--- config.mk ---
export PLATFORM = sky130hd
export DESIGN_NAME = fixed_length_frame_deframer_unit
export DESIGN_NICKNAME = d
export VERILOG_FILES = /design/src/rtl/core/fld_pkg.sv /design/src/rtl/core/fld_byte_cell.sv /design/src/rtl/core/fld_word_cell.sv /design/src/rtl/core/fixed_length_frame_deframer_unit.sv
export SDC_FILE = /design/constraint.sdc
export NUM_CORES = 1
export LEC_CHECK = 0
export BUFFER_PORTS_ARGS = -buffer_cell sky130_fd_sc_hd__clkbuf_2
export CAP_MARGIN = 40
export CORE_ASPECT_RATIO = 1.2
export CORE_UTILIZATION = 50
export DETAILED_ROUTE_END_ITERATION = 8
export GPL_ROUTABILITY_DRIVEN = 1
export GPL_TIMING_DRIVEN = 0
export HOLD_SLACK_MARGIN = 0.12
export MAX_ROUTING_LAYER = met4
export PLACE_DENSITY = 0.81
export RECOVER_POWER = 50
export SLEW_MARGIN = 20
export SYNTH_ARGS = -nofsm -noshare
export SYNTH_HDL_FRONTEND = slang
export SYNTH_SLANG_ARGS = --single-unit
--- constraint.sdc ---
create_clock -name clock -period 4.2 [get_ports clock]
set_clock_uncertainty 0.2 [all_clocks]
set_input_delay 0.42 -clock clock [delete_from_list [all_inputs] [get_ports clock]]
set_output_delay 0.42 -clock clock [all_outputs]
set_load 0.005 [all_outputs]
--- src/rtl/core/fld_pkg.sv ---
`timescale 1ns / 1ps

package fld_pkg;

   localparam int WORDS_DEFAULT = 3;

   localparam int BYTE_W  = 8;
   localparam int WORD_W  = 2 * BYTE_W;
   localparam int INDEX_W = 2;

   localparam int          CSR_INDEX_W = 2;
   localparam int          CSR_DATA_W  = BYTE_W;
   localparam logic [1:0]  CSR_HEADER  = 2'd0;
   localparam logic [1:0]  CSR_TRAILER = 2'd1;

   localparam logic [7:0]  HEADER_RESET  = 8'hFF;
   localparam logic [7:0]  TRAILER_RESET = 8'hFE;

   typedef enum logic [1:0] {
      PH_HUNT    = 2'd0,
      PH_COLLECT = 2'd1,
      PH_TRAILER = 2'd2
   } phase_type;

   // control shared by every cell of the output word row
   typedef struct packed {
      logic load;   // take a new frame from the byte row
      logic shift;  // head word was taken, move up by one
   } word_ctrl_type;

endpackage

--- src/rtl/core/fld_byte_cell.sv ---
`timescale 1ns / 1ps

module fld_byte_cell (
   input  logic                        clock,
   input  logic                        shift_en,
   input  logic [fld_pkg::BYTE_W-1:0]  byte_in,
   output logic [fld_pkg::BYTE_W-1:0]  byte_out
);

   logic [fld_pkg::BYTE_W-1:0] byte_ff;

   always_ff @(posedge clock) begin
      if (shift_en) begin
         byte_ff <= byte_in;
      end
   end

   assign byte_out = byte_ff;

endmodule

--- src/rtl/core/fld_word_cell.sv ---
`timescale 1ns / 1ps

module fld_word_cell (
   input  logic                        clock,
   input  logic                        reset,
   input  fld_pkg::word_ctrl_type      ctrl,
   input  logic [fld_pkg::BYTE_W-1:0]  lo_byte,
   input  logic [fld_pkg::BYTE_W-1:0]  hi_byte,
   input  logic                        next_valid,
   input  logic [fld_pkg::WORD_W-1:0]  next_value,
   output logic                        valid,
   output logic [fld_pkg::WORD_W-1:0]  value
);

   logic                       valid_ff;
   logic [fld_pkg::WORD_W-1:0] value_ff;

   always_ff @(posedge clock) begin
      if (reset) begin
         valid_ff <= 1'b0;
      end else if (ctrl.load) begin
         valid_ff <= 1'b1;
      end else if (ctrl.shift) begin
         valid_ff <= next_valid;
      end
   end

   always_ff @(posedge clock) begin
      if (ctrl.load) begin
         value_ff <= {hi_byte, lo_byte};
      end else if (ctrl.shift) begin
         value_ff <= next_value;
      end
   end

   assign valid = valid_ff;
   assign value = value_ff;

endmodule

--- src/rtl/core/fixed_length_frame_deframer_unit.sv ---
`timescale 1ns / 1ps

// Channel   | Direction | Handshake            | Payload
// ----------+-----------+----------------------+-------------------------------------
// req_      | in        | req_valid/req_stall  | req_rx_byte[7:0]
// rsp_      | out       | rsp_valid/rsp_stall  | rsp_word_index[1:0], rsp_word_value[15:0],
//           |           |                      | rsp_last_word
// csr_      | in        | csr_valid/csr_ready  | csr_index[1:0], csr_wdata[7:0]
//
// One request per cycle. Only a request in the trailer phase can be held
// off: req_stall rises in the trailer phase while the output word row still
// holds words of the previous frame. Words of a frame leave one per cycle from
// the cycle after the trailer while rsp_stall stays low.
// Synchronous active-high reset: hunt phase, empty word row, registers to
// header 0xFF and trailer 0xFE. Payload bytes are not reset.

module fixed_length_frame_deframer_unit #(
   parameter int WORDS = fld_pkg::WORDS_DEFAULT
) (
   input  logic                             clock,
   input  logic                             reset,
   // request channel
   input  logic                             req_valid,
   output logic                             req_stall,
   input  logic [fld_pkg::BYTE_W-1:0]       req_rx_byte,
   // response channel
   output logic                             rsp_valid,
   input  logic                             rsp_stall,
   output logic [fld_pkg::INDEX_W-1:0]      rsp_word_index,
   output logic [fld_pkg::WORD_W-1:0]       rsp_word_value,
   output logic                             rsp_last_word,
   // register write channel
   input  logic                             csr_valid,
   output logic                             csr_ready,
   input  logic [fld_pkg::CSR_INDEX_W-1:0]  csr_index,
   input  logic [fld_pkg::CSR_DATA_W-1:0]   csr_wdata
);

   localparam int NBYTES = 2 * WORDS;
   localparam int CNT_W  = $clog2(NBYTES);
   localparam int IDX_W  = (WORDS > 1) ? $clog2(WORDS) : 1;

   // ---------------------------------------------------------------
   // configuration registers; always ready
   // ---------------------------------------------------------------
   logic [fld_pkg::BYTE_W-1:0] header_ff;
   logic [fld_pkg::BYTE_W-1:0] trailer_ff;

   assign csr_ready = 1'b1;

   always_ff @(posedge clock) begin
      if (reset) begin
         header_ff  <= fld_pkg::HEADER_RESET;
         trailer_ff <= fld_pkg::TRAILER_RESET;
      end else if (csr_valid && csr_ready) begin
         case (csr_index)
            fld_pkg::CSR_HEADER:  header_ff  <= csr_wdata;
            fld_pkg::CSR_TRAILER: trailer_ff <= csr_wdata;
            default: ;  // unknown index: dropped
         endcase
      end
   end

   // ---------------------------------------------------------------
   // phase FSM and byte counter
   // ---------------------------------------------------------------
   fld_pkg::phase_type     phase_ff, phase_in;
   logic [CNT_W-1:0]       cnt_ff, cnt_in;
   logic                   req_take;
   logic                   rsp_take;
   logic                   collect_shift;
   fld_pkg::word_ctrl_type wctrl;

   logic                       wvalid [WORDS];
   logic [fld_pkg::WORD_W-1:0] wvalue [WORDS];

   // a trailer may only load the word row once it has drained
   assign req_stall = (phase_ff == fld_pkg::PH_TRAILER) && wvalid[0];
   assign req_take  = req_valid && !req_stall;
   assign rsp_take  = rsp_valid && !rsp_stall;

   always_ff @(posedge clock) begin
      if (reset) begin
         phase_ff <= fld_pkg::PH_HUNT;
         cnt_ff   <= '0;
      end else begin
         phase_ff <= phase_in;
         cnt_ff   <= cnt_in;
      end
   end

   always_comb begin
      phase_in      = phase_ff;
      cnt_in        = cnt_ff;
      collect_shift = 1'b0;
      wctrl.load    = 1'b0;
      wctrl.shift   = rsp_take;
      case (phase_ff)
         fld_pkg::PH_HUNT: begin
            if (req_take && (req_rx_byte == header_ff)) begin
               phase_in = fld_pkg::PH_COLLECT;
            end
         end
         fld_pkg::PH_COLLECT: begin
            // every byte is payload here, header and trailer values included
            if (req_take) begin
               collect_shift = 1'b1;
               if (cnt_ff == CNT_W'(NBYTES - 1)) begin
                  cnt_in   = '0;
                  phase_in = fld_pkg::PH_TRAILER;
               end else begin
                  cnt_in = cnt_ff + 1'b1;
               end
            end
         end
         fld_pkg::PH_TRAILER: begin
            // non-trailer bytes are dropped
            if (req_take && (req_rx_byte == trailer_ff)) begin
               wctrl.load = 1'b1;
               phase_in   = fld_pkg::PH_HUNT;
            end
         end
         default: begin
            if (req_take) begin
               phase_in = fld_pkg::PH_HUNT;
            end
         end
      endcase
   end

   // ---------------------------------------------------------------
   // byte row: new byte enters at the top cell and walks down, so the
   // first payload byte ends up in cell 0
   // ---------------------------------------------------------------
   logic [fld_pkg::BYTE_W-1:0] pbyte [NBYTES];

   for (genvar k = 0; k < NBYTES; k++) begin : g_byte
      logic [fld_pkg::BYTE_W-1:0] feed;
      if (k == NBYTES - 1) begin : g_top
         assign feed = req_rx_byte;
      end else begin : g_mid
         assign feed = pbyte[k+1];
      end
      fld_byte_cell u_cell (
         .clock    (clock),
         .shift_en (collect_shift),
         .byte_in  (feed),
         .byte_out (pbyte[k])
      );
   end

   // ---------------------------------------------------------------
   // word row: loaded in parallel on trailer, drains from cell 0
   // ---------------------------------------------------------------
   for (genvar w = 0; w < WORDS; w++) begin : g_word
      logic                       nvalid;
      logic [fld_pkg::WORD_W-1:0] nvalue;
      if (w == WORDS - 1) begin : g_end
         assign nvalid = 1'b0;
         assign nvalue = '0;
      end else begin : g_mid
         assign nvalid = wvalid[w+1];
         assign nvalue = wvalue[w+1];
      end
      fld_word_cell u_cell (
         .clock      (clock),
         .reset      (reset),
         .ctrl       (wctrl),
         .lo_byte    (pbyte[2*w]),
         .hi_byte    (pbyte[2*w+1]),
         .next_valid (nvalid),
         .next_value (nvalue),
         .valid      (wvalid[w]),
         .value      (wvalue[w])
      );
   end

   // position of the head word within its frame
   logic [IDX_W-1:0] idx_ff;

   always_ff @(posedge clock) begin
      if (reset) begin
         idx_ff <= '0;
      end else if (wctrl.load) begin
         idx_ff <= '0;
      end else if (rsp_take) begin
         idx_ff <= idx_ff + 1'b1;
      end
   end

   assign rsp_valid      = wvalid[0];
   assign rsp_word_value = wvalue[0];
   assign rsp_word_index = fld_pkg::INDEX_W'(idx_ff);
   assign rsp_last_word  = (idx_ff == IDX_W'(WORDS - 1));

   // ---------------------------------------------------------------
   // assertions
   // ---------------------------------------------------------------
   a_load_empty: assert property (@(posedge clock) disable iff (reset)
      wctrl.load |-> !wvalid[0])
      else $error("word row loaded while still holding words");

   a_trailer_emits: assert property (@(posedge clock) disable iff (reset)
      wctrl.load |=> rsp_valid && (idx_ff == '0))
      else $error("trailer did not start a new word burst");

   a_cnt_idle: assert property (@(posedge clock) disable iff (reset)
      (phase_ff != fld_pkg::PH_COLLECT) |-> (cnt_ff == '0))
      else $error("byte counter nonzero outside collect phase");

   a_last_drains: assert property (@(posedge clock) disable iff (reset)
      (rsp_take && rsp_last_word) |=> !rsp_valid)
      else $error("words left after last word of frame");

endmodule
======== After elaboration in Yosys (flattened, before gate mapping) ========
Index checks and enable logic that the tools add are counted.
W data, S select, Z words.
word-level totals
  flip-flop bits (word level) ............. 122
  latch bits .............................. 0
  RAM bits ................................ 0
  bits in read-only memories .............. 0
  memories ................................ 0
cells by class
  add/sub/neg operators ................... 2
  multipliers ............................. 0
  divide/modulo/power cells ............... 0
  order comparisons ....................... 0
  equal/unequal tests ..................... 11
  shift operators ......................... 0
  multiplexer cells ....................... 23
  bitwise operators ....................... 0
  reduce and logical (&&, ||, !) cells .... 16
operator list
  operator               number
  $mux W16               6
  $eq A8 B8 Y1           2
  $mux W1                10
  $mux W2                5
  $ne A2 B2 Y1 const B   3
  $pmux W2 S3            1
  $reduce_and A2 Y1      3
  $logic_and A1 B1 Y1    5
  $reduce_and A5 Y1      1
  $eq A2 B1 Y1 const B   2
  $eq A2 B2 Y1 const B   2
  $logic_not A2 Y1       2
  $add A3 B1 Y3 const B  1
  $eq A3 B3 Y1 const B   1
  $mux W3                1
  $reduce_bool A3 Y1     1
  $add A2 B1 Y2 const B  1
  $logic_not A1 Y1       2
  $ne A2 B1 Y1 const B   1
  $reduce_bool A2 Y1     1
  $reduce_or A2 Y1       1

======== Longest topological paths before layout ========
Gate-level depths: netlist (run 1).
  depth after elaboration ................. 8
  mapped depth ............................ 5
  mapped depth without buffers ............ 4

======== By module ========
Synthesis (run 1) repeated with hierarchy kept, for this count alone.
second synthesis, totals
  cells, all modules ...................... 291
  area total of the unflattened synthesis .. 4884.7 um^2
modules (own cells, without submodules)
  module                            instances  cells an instance  area an instance (um^2)  sequential area each (um^2)
  fld_word_cell                     3          39                 767.0                    500.5
  fld_byte_cell                     6          8                  240.2                    240.2
  fixed_length_frame_deframer_unit  1          126                1142.3                   460.4

======== Worst setup path after synthesis (run 1) ========
Ideal clock, no wire load.
  path kind ............................... input port to flip-flop
  start point ............................. input port req_valid
  end point ............................... register g_byte[0].u_cell.byte_ff, in the netlist g_byte[0].u_cell.byte_out[0] (enable)
  data arrival time ....................... 3818 ps
  required time ........................... 3483 ps
  setup slack ............................. -336 ps
  cell stages on the path ................. 2
  path buffers ............................ 0
  cell sequence ........................... inv_1 nor3_1
between the ends
  word-level cells in the longest chain between the ends .. 3
RTL lines
  element               RTL line                                 text
  from (decl)           fixed_length_frame_deframer_unit.sv:23   input logic req_valid,
  $logic_and A1 B1 Y1   fixed_length_frame_deframer_unit.sv:79   assign req_take = req_valid && !req_stall;
  $mux W1               fixed_length_frame_deframer_unit.sv:106  if (req_take) begin
  $mux W1               fixed_length_frame_deframer_unit.sv:98   case (phase_ff)
  net collect_shift     fixed_length_frame_deframer_unit.sv:71   logic collect_shift;
  to (signal assigned)  fld_byte_cell.sv:14                      byte_ff <= byte_in;
  to (decl)             fld_byte_cell.sv:10                      logic [fld_pkg::BYTE_W-1:0] byte_ff;
The timed path passes the listed nets, and every way through them passes these cells.
A chain may end at the register's enable or synchronous reset.

======== Worst setup path in the final report (run 1) ========
  start point ............................. register phase_ff[0]
  end point ............................... register g_byte[2].u_cell.byte_ff, in the netlist g_byte[2].u_cell.byte_out[6] (enable)
between the ends
  word-level cells in the longest chain between the ends .. 6
  elaborated cells between the ends (all ways) .. 7
RTL lines
  element                 RTL line                                 text
  from (decl)             fixed_length_frame_deframer_unit.sv:67   fld_pkg::phase_type phase_ff, phase_in;
  from (signal assigned)  fixed_length_frame_deframer_unit.sv:84   phase_ff <= fld_pkg::PH_HUNT;
  from (signal assigned)  fixed_length_frame_deframer_unit.sv:87   phase_ff <= phase_in;
  $eq A2 B2 Y1            fixed_length_frame_deframer_unit.sv:78   assign req_stall = (phase_ff == fld_pkg::PH_TRAILER) && wvalid[0];
  $logic_and A1 B1 Y1     fixed_length_frame_deframer_unit.sv:78
  $logic_not A1 Y1        fixed_length_frame_deframer_unit.sv:79
  $logic_and A1 B1 Y1     fixed_length_frame_deframer_unit.sv:79
  $mux W1                 fixed_length_frame_deframer_unit.sv:106
  $mux W1 *               fixed_length_frame_deframer_unit.sv:98
  net collect_shift       fixed_length_frame_deframer_unit.sv:71
  to (signal assigned)    fld_byte_cell.sv:14
  to (decl)               fld_byte_cell.sv:10
Mark *: on every way through the listed nets, which the timed path passes. The rest lies on a longest branch.

==> run_results.csv, run 1 <==
group,metric,value,unit
clock_network,htreeDepth,4,
synth,ys_warn_count,0,
synth,synthFlopType,"edfxtp_1",
detailed_routing,totalWireLength,7628,um
global_routing,grt_max_degree,33,
detailed_routing,drtIter0Drc,105,
global_routing,grt_pass1_wl,12770,um
synth,syn_avg_cell_area,16.06,sq um
synth,async_flop_share,0,%
finish,nNetsFinal,396,
clock_network,clockBufferDepth,2,
floorplanning,coreArea,0.009034,sq mm
synth,syn_inst,289,
sta,finalSetupViolCount,0,
worst_setup_path,cp_max_fo,17,
clock_network,cts_tree,"yes",
worst_setup_path,r2r-end,"g_byte[2].u_cell.byte_out[6]",
hold_path,hold_class,"in2reg",
global_routing,grt.total_usage,18.57,%
sta,fin_setup_tns,0,ps
pwr,ir_drop,0.3310,mV
global_routing,antenna_found_initial,0,
placed_design,dp_hpwl,4864,um
sta,max_freq,0.3312,GHz
detailed_routing,vias,2521,
clock_network,insertion_delay,520,ps
sta,relSlewSlack,24.05,%
finish,diodes,0,
worst_setup_path,cp_cell_sequence,"inv_1, nor3_1, clkbuf_1, buf_16, buf_8",
sta,fin_crit,3019,ps
synth,synth_area_leaders,"edfxtp_1 62%, dfxtp_1 11%, mux2_2 7.3%, and2_1 2.3%, xnor2_1 1.9%",
pwr,leakagePower,2.222,nW
detailed_routing,vias_per_cell,4.992,
global_routing,grt_pass1_vias,2720,
global_routing,met3_usage,5.508,%
floorplanning,rows,38,
synth,ys_seq_area_share,73.32,%
worst_setup_path,slowest_stage,"nor3_1",
synth,synth_edf_count,96,
sta,tightest_slew,1131,ps
worst_setup_path,critPathArrivalTime,3040,ps
global_routing,grt_util_met2,32.42,%
synth,synthDistinctLibCells,35,
floorplanning,die_width,89.96,um
clock_network,cts.sinks,122,
outcome,outcome,"finished, final reports clean",
clock_network,numCtsBuffers,17,
floorplanning,io-pin-count,45,
worst_setup_path,critPathRequiredTime,4220,ps
detailed_routing,antenna_left,0,
placed_design,gp_congestion,0.8109,
synth,synth_nets,313,
synth,synth_seq_cells,122,
hold_path,min_to,"cnt_ff[1]",
finish,fin_util,63.86,%
synth,syn-cell-area,0.004642,sq mm
pwr,power-per-cell-area,472.8,mW/mm^2
hold_path,hp-start,"req_valid",
synth,yosys.area.top_type,"edfxtp_1",
worst_setup_path,critPathKind,"reg2reg",
floorplanning,die_h,107.6,um
synth,synth_top_area_share,62.10,%
floorplanning,start_util,51.39,%
finish,layout-drive-gt1-share,24.68,%
worst_setup_path,reg2reg_depth,5,
floorplanning,fp.dieArea,0.009675,sq mm
detailed_routing,avgRoutedWirePerCell,15.10,um
sta,min_period_over_period,71.88,%
worst_setup_path,cp-start-kind,"flip-flop",
synth,synthTopCellsByCount,"96 x edfxtp_1, 30 x mux2_2, 26 x dfxtp_1, 22 x nand2_1, 17 x and2_1",
worst_setup_path,rrSetupSlack,1180,ps
worst_setup_path,r2r-start,"phase_ff[0]",
detailed_routing,drc_errors,0,
sta,slew_violations,0,
finish,area_growth,24.29,%
hold_path,min_path_cells,4,
worst_setup_path,cp-end-kind,"flip-flop",
global_routing,top_usage_layer,"met2",
global_routing,grt_overflow,0,
sta,hold_viol,0,
worst_setup_path,cpPeakStageDelay,900,ps
synth,yosysMostFrequentCell,"edfxtp_1",
clock_network,postCtsSetupRepairBufs,0,
global_routing,use_met1,18.54,%
detailed_routing,drt_pass1_iterations,6,
sta,rsz0062_at_grt,"false",
placed_design,io_buffers,42,
clock_network,cts.reportedPaths.clkPinSlew,60,ps
clock_network,cts_root_buffer,"clkbuf_8",
job,maxCapViolCount,0,
-- worst max path at each step --
stage | end | from | cells past startpoint | slack (ps)
floorplan | g_byte[0].u_cell.byte_out[0] | phase_ff[0] | 2 | 1180
global placement | g_byte[0].u_cell.byte_out[6] | req_valid | 3 | 190
detailed placement | g_word[2].u_cell.value[14] | req_rx_byte[6] | 6 | 1530
CTS | g_word[2].u_cell.value[14] | req_rx_byte[6] | 7 | 1520
global route | g_byte[3].u_cell.byte_out[6] | phase_ff[0] | 5 | 1000
finish | g_byte[2].u_cell.byte_out[6] | phase_ff[0] | 5 | 1180
-- stage by stage --
step,setup slack (ps),instance area (sq um),std cells,power [mW],hold WS (ps)
6_report,1181,5769,505,2.728,175.1
5_1_grt,1001,5769,505,2.813,181.8
4_1_cts,1521,5817,505,2.757,121.3
3_5_place_dp,1531,5094,455,1.442,227.4
3_3_place_gp,192.2,5007,451,1.431,220.3
2_1_floorplan,1183,4647,289,1.403,217.4
-- critical path: cells and delay by family, from the launching register on --
kind | cells | cell delay, ps
buffers and inverters | 4 | 1220
AND/OR/NAND/NOR | 1 | 900
flip-flops | 1 | 390
-- final cells by class --
type                    instances  area (sq um)
plain buffers                  11         75.07
fillers                       676          3264
flip-flops and latches        122          3403
inverters                       3         11.26
well taps                     120         150.1
repair buffers                 64         437.9
clock buffers                  25         506.7
multi-input cells             153          1149
clock inverters                 7         36.28
-- repair_timing --
action                                 in CTS  in global routing
hold buffers                               18                  0
endpoints found under the hold margin      28                  0
resized for setup                           0                  0
-- registers in the layout (all words and copies together), names as in the netlist --
name                    cells
cnt_ff                      3
g_byte.u_cell.byte_out     48
g_word.u_cell.valid         3
g_word.u_cell.value        48
header_ff                   8
phase_ff                    2
rsp_word_index              2
trailer_ff                  8
-- where the power goes --
part / internal [mW] / leakage [nW] / switching (mW)
clock: 0.820 / 0.276 / 0.481
sequential: 1.32 / 1.20 / 0.0130
combinational: 0.0462 / 0.742 / 0.0488
total: 2.19 / 2.22 / 0.543
-- layer usage --
layer | up-vias | wire length (um)
li1 | 1235 | -
met5 | - | 0
met2 | 50 | 4127
met3 | 16 | 210
met1 | 1220 | 3081
met4 | 0 | 208
-- kinds of logic (layout without fill, tap and decap cells) --
group	after synthesis	after routing	share of synthesized area, %
AO/OA/AOI/OAI	21	21	3.154
XOR/XNOR	18	18	3.396
adder cells (fa/ha/maj)	1	1	0.2695
buffers and inverters	14	110	1.887
flip-flops	122	122	73.32
multiplexers	33	33	7.978
other	1	1	0.08078
AND/OR/NAND/NOR	79	79	9.919
-- layout by cell type, fill, tap and decap left out, drive strengths merged --
master / Yosys / final
conb: 1 / 1
a21oi: 7 / 7
a211o: 8 / 8
or3: 1 / 1
clkinv: 0 / 6
edfxtp: 96 / 96
nand2: 22 / 22
mux2: 32 / 32
clkbuf: 5 / 73
nor2: 4 / 4
nand3b: 10 / 10
a2111oi: 1 / 1
and2b: 1 / 1
mux2i: 1 / 1
nand2b: 1 / 1
nor2b: 10 / 10
and2: 17 / 17
nand4: 2 / 2
ha: 1 / 1
dlygate4sd3: 0 / 18
xnor2: 10 / 10
a221o: 1 / 1
nand4b: 1 / 1
a31oi: 2 / 2
o21ai: 2 / 2
nor3b: 1 / 1
and3b: 2 / 2
buf: 6 / 9
dfxtp: 26 / 26
nor3: 6 / 6
inv: 3 / 4
nor4: 1 / 1
xor2: 8 / 8
Note: power is estimated with default switching activity, not from simulation.
==> run 2: changes to the inputs <==
PLACE_DENSITY = 0.78   (was 0.81)
clock period = 3.1 ns   (was 4.2 ns; I/O delays follow)
==> run 2 against run 1 <==
  * Cell area is 1.5% higher
  * Largest power group unchanged
  * Sequential share of layout area is 0.84 points lower
  * Critical path depth is 2 higher
  * Worst hold slack better by 60 ps
  * First-iteration DRC count is 34% higher
==> run_results.csv, run 2 (synthesized netlist as in run 1, its figures left out) <==
group,metric,value,unit
sta,slew_violations,0,
global_routing,grt_max_degree,26,
worst_setup_path,cpPeakStageDelay,530,ps
pwr,ir_drop,0.3705,mV
detailed_routing,antenna_left,0,
sta,tightest_slew,920.4,ps
placed_design,place_ws,475.3,ps
hold_path,hold_class,"reg2reg",
hold_path,hp-start,"g_byte[5].u_cell.byte_out[6]",
clock_network,clockBufferDepth,2,
sta,relSlewSlack,38.64,%
placed_design,io_buffers,42,
floorplanning,start_util,51.39,%
global_routing,grt.total_usage,18.58,%
detailed_routing,drc_errors,0,
finish,area_growth,26.09,%
worst_setup_path,cp_cell_sequence,"dlygate4sd3_1, clkbuf_1, xnor2_1, nand4_1, or3_1, nand2_2, buf_16",
sta,rsz0062_at_grt,"false",
worst_setup_path,critPathRequiredTime,3110,ps
worst_setup_path,critPathKind,"in2reg",
clock_network,htreeDepth,4,
floorplanning,die_h,107.6,um
floorplanning,rows,38,
worst_setup_path,slowest_stage,"dlygate4sd3_1",
finish,layout_common_cells,"96 x edfxtp_1, 30 x mux2_2, 28 x dlygate4sd3_1, 28 x clkbuf_2, 26 x dfxtp_1",
worst_setup_path,cp-end-kind,"flip-flop",
worst_setup_path,cp.depth,7,
clock_network,cts_tree,"yes",
sta,min_period_over_period,86.92,%
worst_setup_path,cp.buffers_inverters,3,
pwr,power.total,3.695,mW
pwr,leakagePower,2.238,nW
worst_setup_path,path_delay_family,"simple AND/OR/NAND/NOR gates",
job,maxCapViolCount,0,
global_routing,antenna_found_initial,0,
clock_network,cts_resized,0,
floorplanning,die_width,89.96,um
worst_setup_path,cp-start-kind,"input port",
hold_path,min_to,"g_byte[4].u_cell.byte_out[6]",
finish,nNetsFinal,406,
floorplanning,coreArea,0.009034,sq mm
placed_design,gp_congestion,0.8008,
finish,layout_commonest_cell,"edfxtp_1",
detailed_routing,drtIter0Drc,141,
detailed_routing,totalWireLength,7845,um
clock_network,cts.reportedPaths.clkPinSlew,50,ps
detailed_routing,avgRoutedWirePerCell,15.26,um
clock_network,insertion_delay,510,ps
finish,diodes,0,
detailed_routing,vias_per_cell,5.018,
clock_network,cts_root_buffer,"clkbuf_8",
finish,layout-drive-gt1-share,23.86,%
outcome,outcome,"finished, final reports clean",
worst_setup_path,r2r-start,"trailer_ff[6]",
detailed_routing,vias,2579,
finish,fin_util,64.79,%
floorplanning,io-pin-count,45,
worst_setup_path,rrSetupSlack,550,ps
worst_setup_path,cp_max_fo,25,
sta,fin_setup_tns,0,ps
worst_setup_path,reg2reg_depth,5,
worst_setup_path,r2r-end,"g_word[2].u_cell.value[14]",
sta,max_freq,0.3711,GHz
global_routing,grt_overflow,0,
clock_network,numCtsBuffers,17,
global_routing,grt_pass1_vias,2753,
sta,fin_crit,2695,ps
floorplanning,fp.dieArea,0.009675,sq mm
pwr,power-per-cell-area,631.3,mW/mm^2
placed_design,dp_hpwl,4891,um
hold_path,min_path_cells,0,
sta,fin_ws,405.5,ps
worst_setup_path,critPathArrivalTime,2700,ps
clock_network,cts.sinks,122,
worst_setup_path,startpoint,"req_rx_byte[2]",
global_routing,grt_pass1_wl,12940,um
sta,hold_viol,0,
detailed_routing,drt_pass1_iterations,4,
sta,finalSetupViolCount,0,
-- run 2: cell types whose count changed in the layout (fill, tap and decap cells not counted), sizes merged --
cell,before,now
dlygate4sd3,18,28
clkinvlp,0,1
bufinv,0,2
clkbuf,73,70
inv,4,3
clkinv,6,8
buf,9,7
-- run 2: repair_timing --
action | in CTS | in global routing
hold buffers | 28 | 0
endpoints found under the hold margin | 37 | 0
buffers inserted | 0 | 0
-- run 2: power breakdown --
| group | internal, mW | switching (mW) |
|---|---|---|
| Clock | 1.12 | 0.631 |
| Sequential | 1.79 | 0.0185 |
| Combinational | 0.0681 | 0.0700 |
| Total | 2.98 | 0.719 |
-- run 2: how the worst max path moves through the flow --
stage,end,slack (ps)
3_5_place_dp,g_word[0].u_cell.value[12],480
2_1_floorplan,g_byte[0].u_cell.byte_out[0],80
3_3_place_gp,g_byte[0].u_cell.byte_out[4],-820
6_report,g_word[2].u_cell.value[14],410
4_1_cts,g_word[2].u_cell.value[9],430
5_1_grt,g_word[2].u_cell.value[13],300
-- run 2: final cells by class --
| cell class | count | area [sq um] |
|---|---|---|
| buffer | 11 | 75.07 |
| clock buffer | 20 | 425.4 |
| clock inverter | 11 | 105.1 |
| fill | 664 | 3181 |
| inverter | 3 | 11.26 |
| multi-input combinational | 153 | 1160 |
| sequential | 122 | 3403 |
| tap | 120 | 150.1 |
| timing repair buffer | 74 | 523.0 |
-- run 2: per-stage QoR --
step	hold WS, ps	cell area (sq um)	std cells
CTS	238.6	5908	514
global placement	220.1	5007	451
finish	235.0	5853	514
detailed placement	227.1	5097	455
global route	252.2	5853	514
floorplan	208.9	4647	289
-- run 2: worst reg2reg max path, cell delays in order (launching register included) --
cell     delay (ps)
dfxtp_1         330
xnor2_1         210
nand4_1         240
or3_1           490
nand2_2         490
buf_16          260
-- run 2: per-layer routing --
layer  GRT usage (%)  vias up  routed length [um]
li1                -     1252                   -
met1           18.36     1232                2970
met2           32.69       77                4366
met3           5.932       18                 319
met4           10.14        0                 188
met5               -        -                   0
==> run 3: changes to the inputs <==
clock period = 3.3 ns   (was 3.1 ns; I/O delays follow)
==> run 3 against run 2 <==
  * The flow now finishes with violations (capacitance limit, slew limit)
  * Total power decreased by 6.2%
  * Sequential power decreased by 6%
  * Cell count shrank 0.39%
  * Worst hold slack lost 62 ps
  * Count of clock-buffer cells in the layout unchanged
  * Cell area is essentially flat
  * Worst setup slack improved by 140 ps
  * First-iteration DRC count rose by 1.4%
  * Combinational power down 5%
  * Register-to-register slack is essentially flat
  * Non-clock buffer count decreased by 2
  * Critical path depth fell by 2
==> run_results.csv, run 3 (synthesized netlist as in run 1, its figures left out) <==
group,metric,value,unit
finish,seq_area,0.003403,sq mm
pwr,power-per-cell-area,592.1,mW/mm^2
placed_design,io_buffers,42,
floorplanning,rows,38,
sta,fin_setup_tns,0,ps
worst_setup_path,cp-end-kind,"flip-flop",
hold_path,hold_class,"in2reg",
pwr,power.total,3.466,mW
placed_design,dp_hpwl,4891,um
floorplanning,start_util,51.39,%
detailed_routing,drtIter0Drc,143,
clock_network,cts_tree,"yes",
clock_network,numCtsBuffers,17,
job,maxCapViolCount,1,
detailed_routing,avgRoutedWirePerCell,15.22,um
finish,diodes,0,
worst_setup_path,r2r-start,"phase_ff[0]",
worst_setup_path,critPathArrivalTime,2770,ps
worst_setup_path,slowest_stage,"nor3_1",
floorplanning,die_width,89.96,um
sta,tightest_slew,1906,ps
clock_network,cts_root_buffer,"clkbuf_8",
detailed_routing,antenna_left,0,
global_routing,use_met1,18.33,%
pwr,ir_drop,0.3576,mV
sta,rsz0062_at_grt,"false",
worst_setup_path,reg2reg_depth,3,
sta,slew_violations,9,
floorplanning,fp.dieArea,0.009675,sq mm
hold_path,min_to,"rsp_word_index[1]",
finish,area_growth,26.12,%
finish,multi_input_area,0.001149,sq mm
sta,max_freq,0.3625,GHz
global_routing,grt_max_degree,26,
detailed_routing,drt_pass1_iterations,4,
worst_setup_path,cp-start-kind,"input port",
floorplanning,io-pin-count,45,
hold_path,min_path_cells,2,
finish,nNetsFinal,404,
floorplanning,coreArea,0.009034,sq mm
global_routing,grt_overflow,0,
sta,relSlewSlack,-28.06,%
global_routing,antenna_found_initial,0,
detailed_routing,vias,2553,
placed_design,gp_congestion,0.8008,
clock_network,insertion_delay,510,ps
worst_setup_path,rrSetupSlack,560,ps
worst_setup_path,cpPeakStageDelay,1420,ps
global_routing,met3_usage,5.791,%
sta,finalSetupViolCount,0,
outcome,outcome,"finished, violations left",
placed_design,place_inst,455,
global_routing,grt_pass1_vias,2741,
worst_setup_path,cp_cell_sequence,"dlygate4sd3_1, clkbuf_2, inv_1, nor3_1, buf_6",
pwr,leakagePower,2.249,nW
finish,layout_commonest_cell,"edfxtp_1",
sta,fin_ws,541.8,ps
clock_network,cts.sinks,122,
finish,fin_util,64.81,%
clock_network,cts.reportedPaths.clkPinSlew,50,ps
clock_network,htreeDepth,4,
detailed_routing,vias_per_cell,4.986,
global_routing,grt_pass1_wl,12900,um
sta,fin_crit,2758,ps
finish,layout-drive-gt1-share,24.49,%
clock_network,cts_resized,0,
finish,fin_cells,512,
hold_path,hp-start,"reset",
global_routing,grt.total_usage,18.47,%
worst_setup_path,critPathKind,"in2reg",
detailed_routing,drc_errors,0,
floorplanning,die_h,107.6,um
worst_setup_path,r2r-end,"g_byte[0].u_cell.byte_out[3]",
placed_design,place_ws,655.3,ps
sta,hold_viol,0,
clock_network,clockBufferDepth,2,
finish,layout_common_cells,"96 x edfxtp_1, 30 x mux2_2, 28 x clkbuf_2",
worst_setup_path,cp_max_fo,11,
global_routing,top_usage_layer,"met2",
worst_setup_path,critPathRequiredTime,3310,ps
sta,min_period_over_period,83.58,%
outcome,violations,"capacitance limit, slew limit",
finish,fillers,654,
global_routing,grt_util_met2,32.75,%
detailed_routing,totalWireLength,7793,um
## run 3: cell count changes in the layout (fill, tap and decap cells not counted), sizes merged
cell	before	now
clkbuf	70	67
dlygate4sd3	28	26
buf	7	10
## run 3: worst max-delay path by stage
stage | startpoint | end | slack [ps] | depth (start not counted)
floorplan | phase_ff[0] | g_byte[0].u_cell.byte_out[0] | 280 | 2
global placement | req_valid | g_byte[0].u_cell.byte_out[4] | -640 | 3
detailed placement | req_rx_byte[4] | g_word[0].u_cell.value[12] | 660 | 6
CTS | req_rx_byte[6] | g_word[2].u_cell.value[9] | 610 | 7
global route | phase_ff[0] | g_byte[0].u_cell.byte_out[3] | 350 | 3
finish | req_valid | g_byte[0].u_cell.byte_out[3] | 540 | 5
## run 3: final cells by class
| type | instances | area share [%] |
|---|---|---|
| clock inverter | 11 | 1.795 |
| clock buffer | 20 | 7.267 |
| multi-input combinational | 153 | 19.62 |
| tap | 120 | 2.565 |
| buffer | 11 | 1.304 |
| inverter | 3 | 0.1923 |
| sequential | 122 | 58.13 |
| timing repair buffer | 72 | 9.126 |
## run 3: critical path, delay by kind of cell
| family | cells | cell delay [ps] |
|---|---|---|
| buffers and inverters | 4 | 1010 |
| and+or+nand+nor | 1 | 1420 |
## run 3: per-layer routing
layer	part of all wire, %	vias to the layer above
li1	-	1248
met1	39	1223
met2	55	68
met3	3.7	14
met4	2.1	0
met5	0	-
## run 3: where the power goes
group | total [mW] | leakage (nW) | switching, mW | internal (mW)
combinational | 0.131 | 0.782 | 0.0643 | 0.0663
sequential | 1.70 | 1.20 | 0.0166 | 1.68
clock | 1.64 | 0.263 | 0.588 | 1.05
total | 3.47 | 2.25 | 0.669 | 2.80
## run 3: timing repair
item,in CTS,in global routing
hold buffers,26,0
endpoints found under the hold margin,37,0
buffers inserted,0,0
## run 3: stage by stage
stage / hold slack (ps) / instance area (sq um)
after detailed placement: 227.1 / 5097
after global placement: 220.1 / 5007
after floorplan: 217.4 / 4647
final: 173.3 / 5854
after global routing: 202.3 / 5854
after CTS: 128.2 / 5888
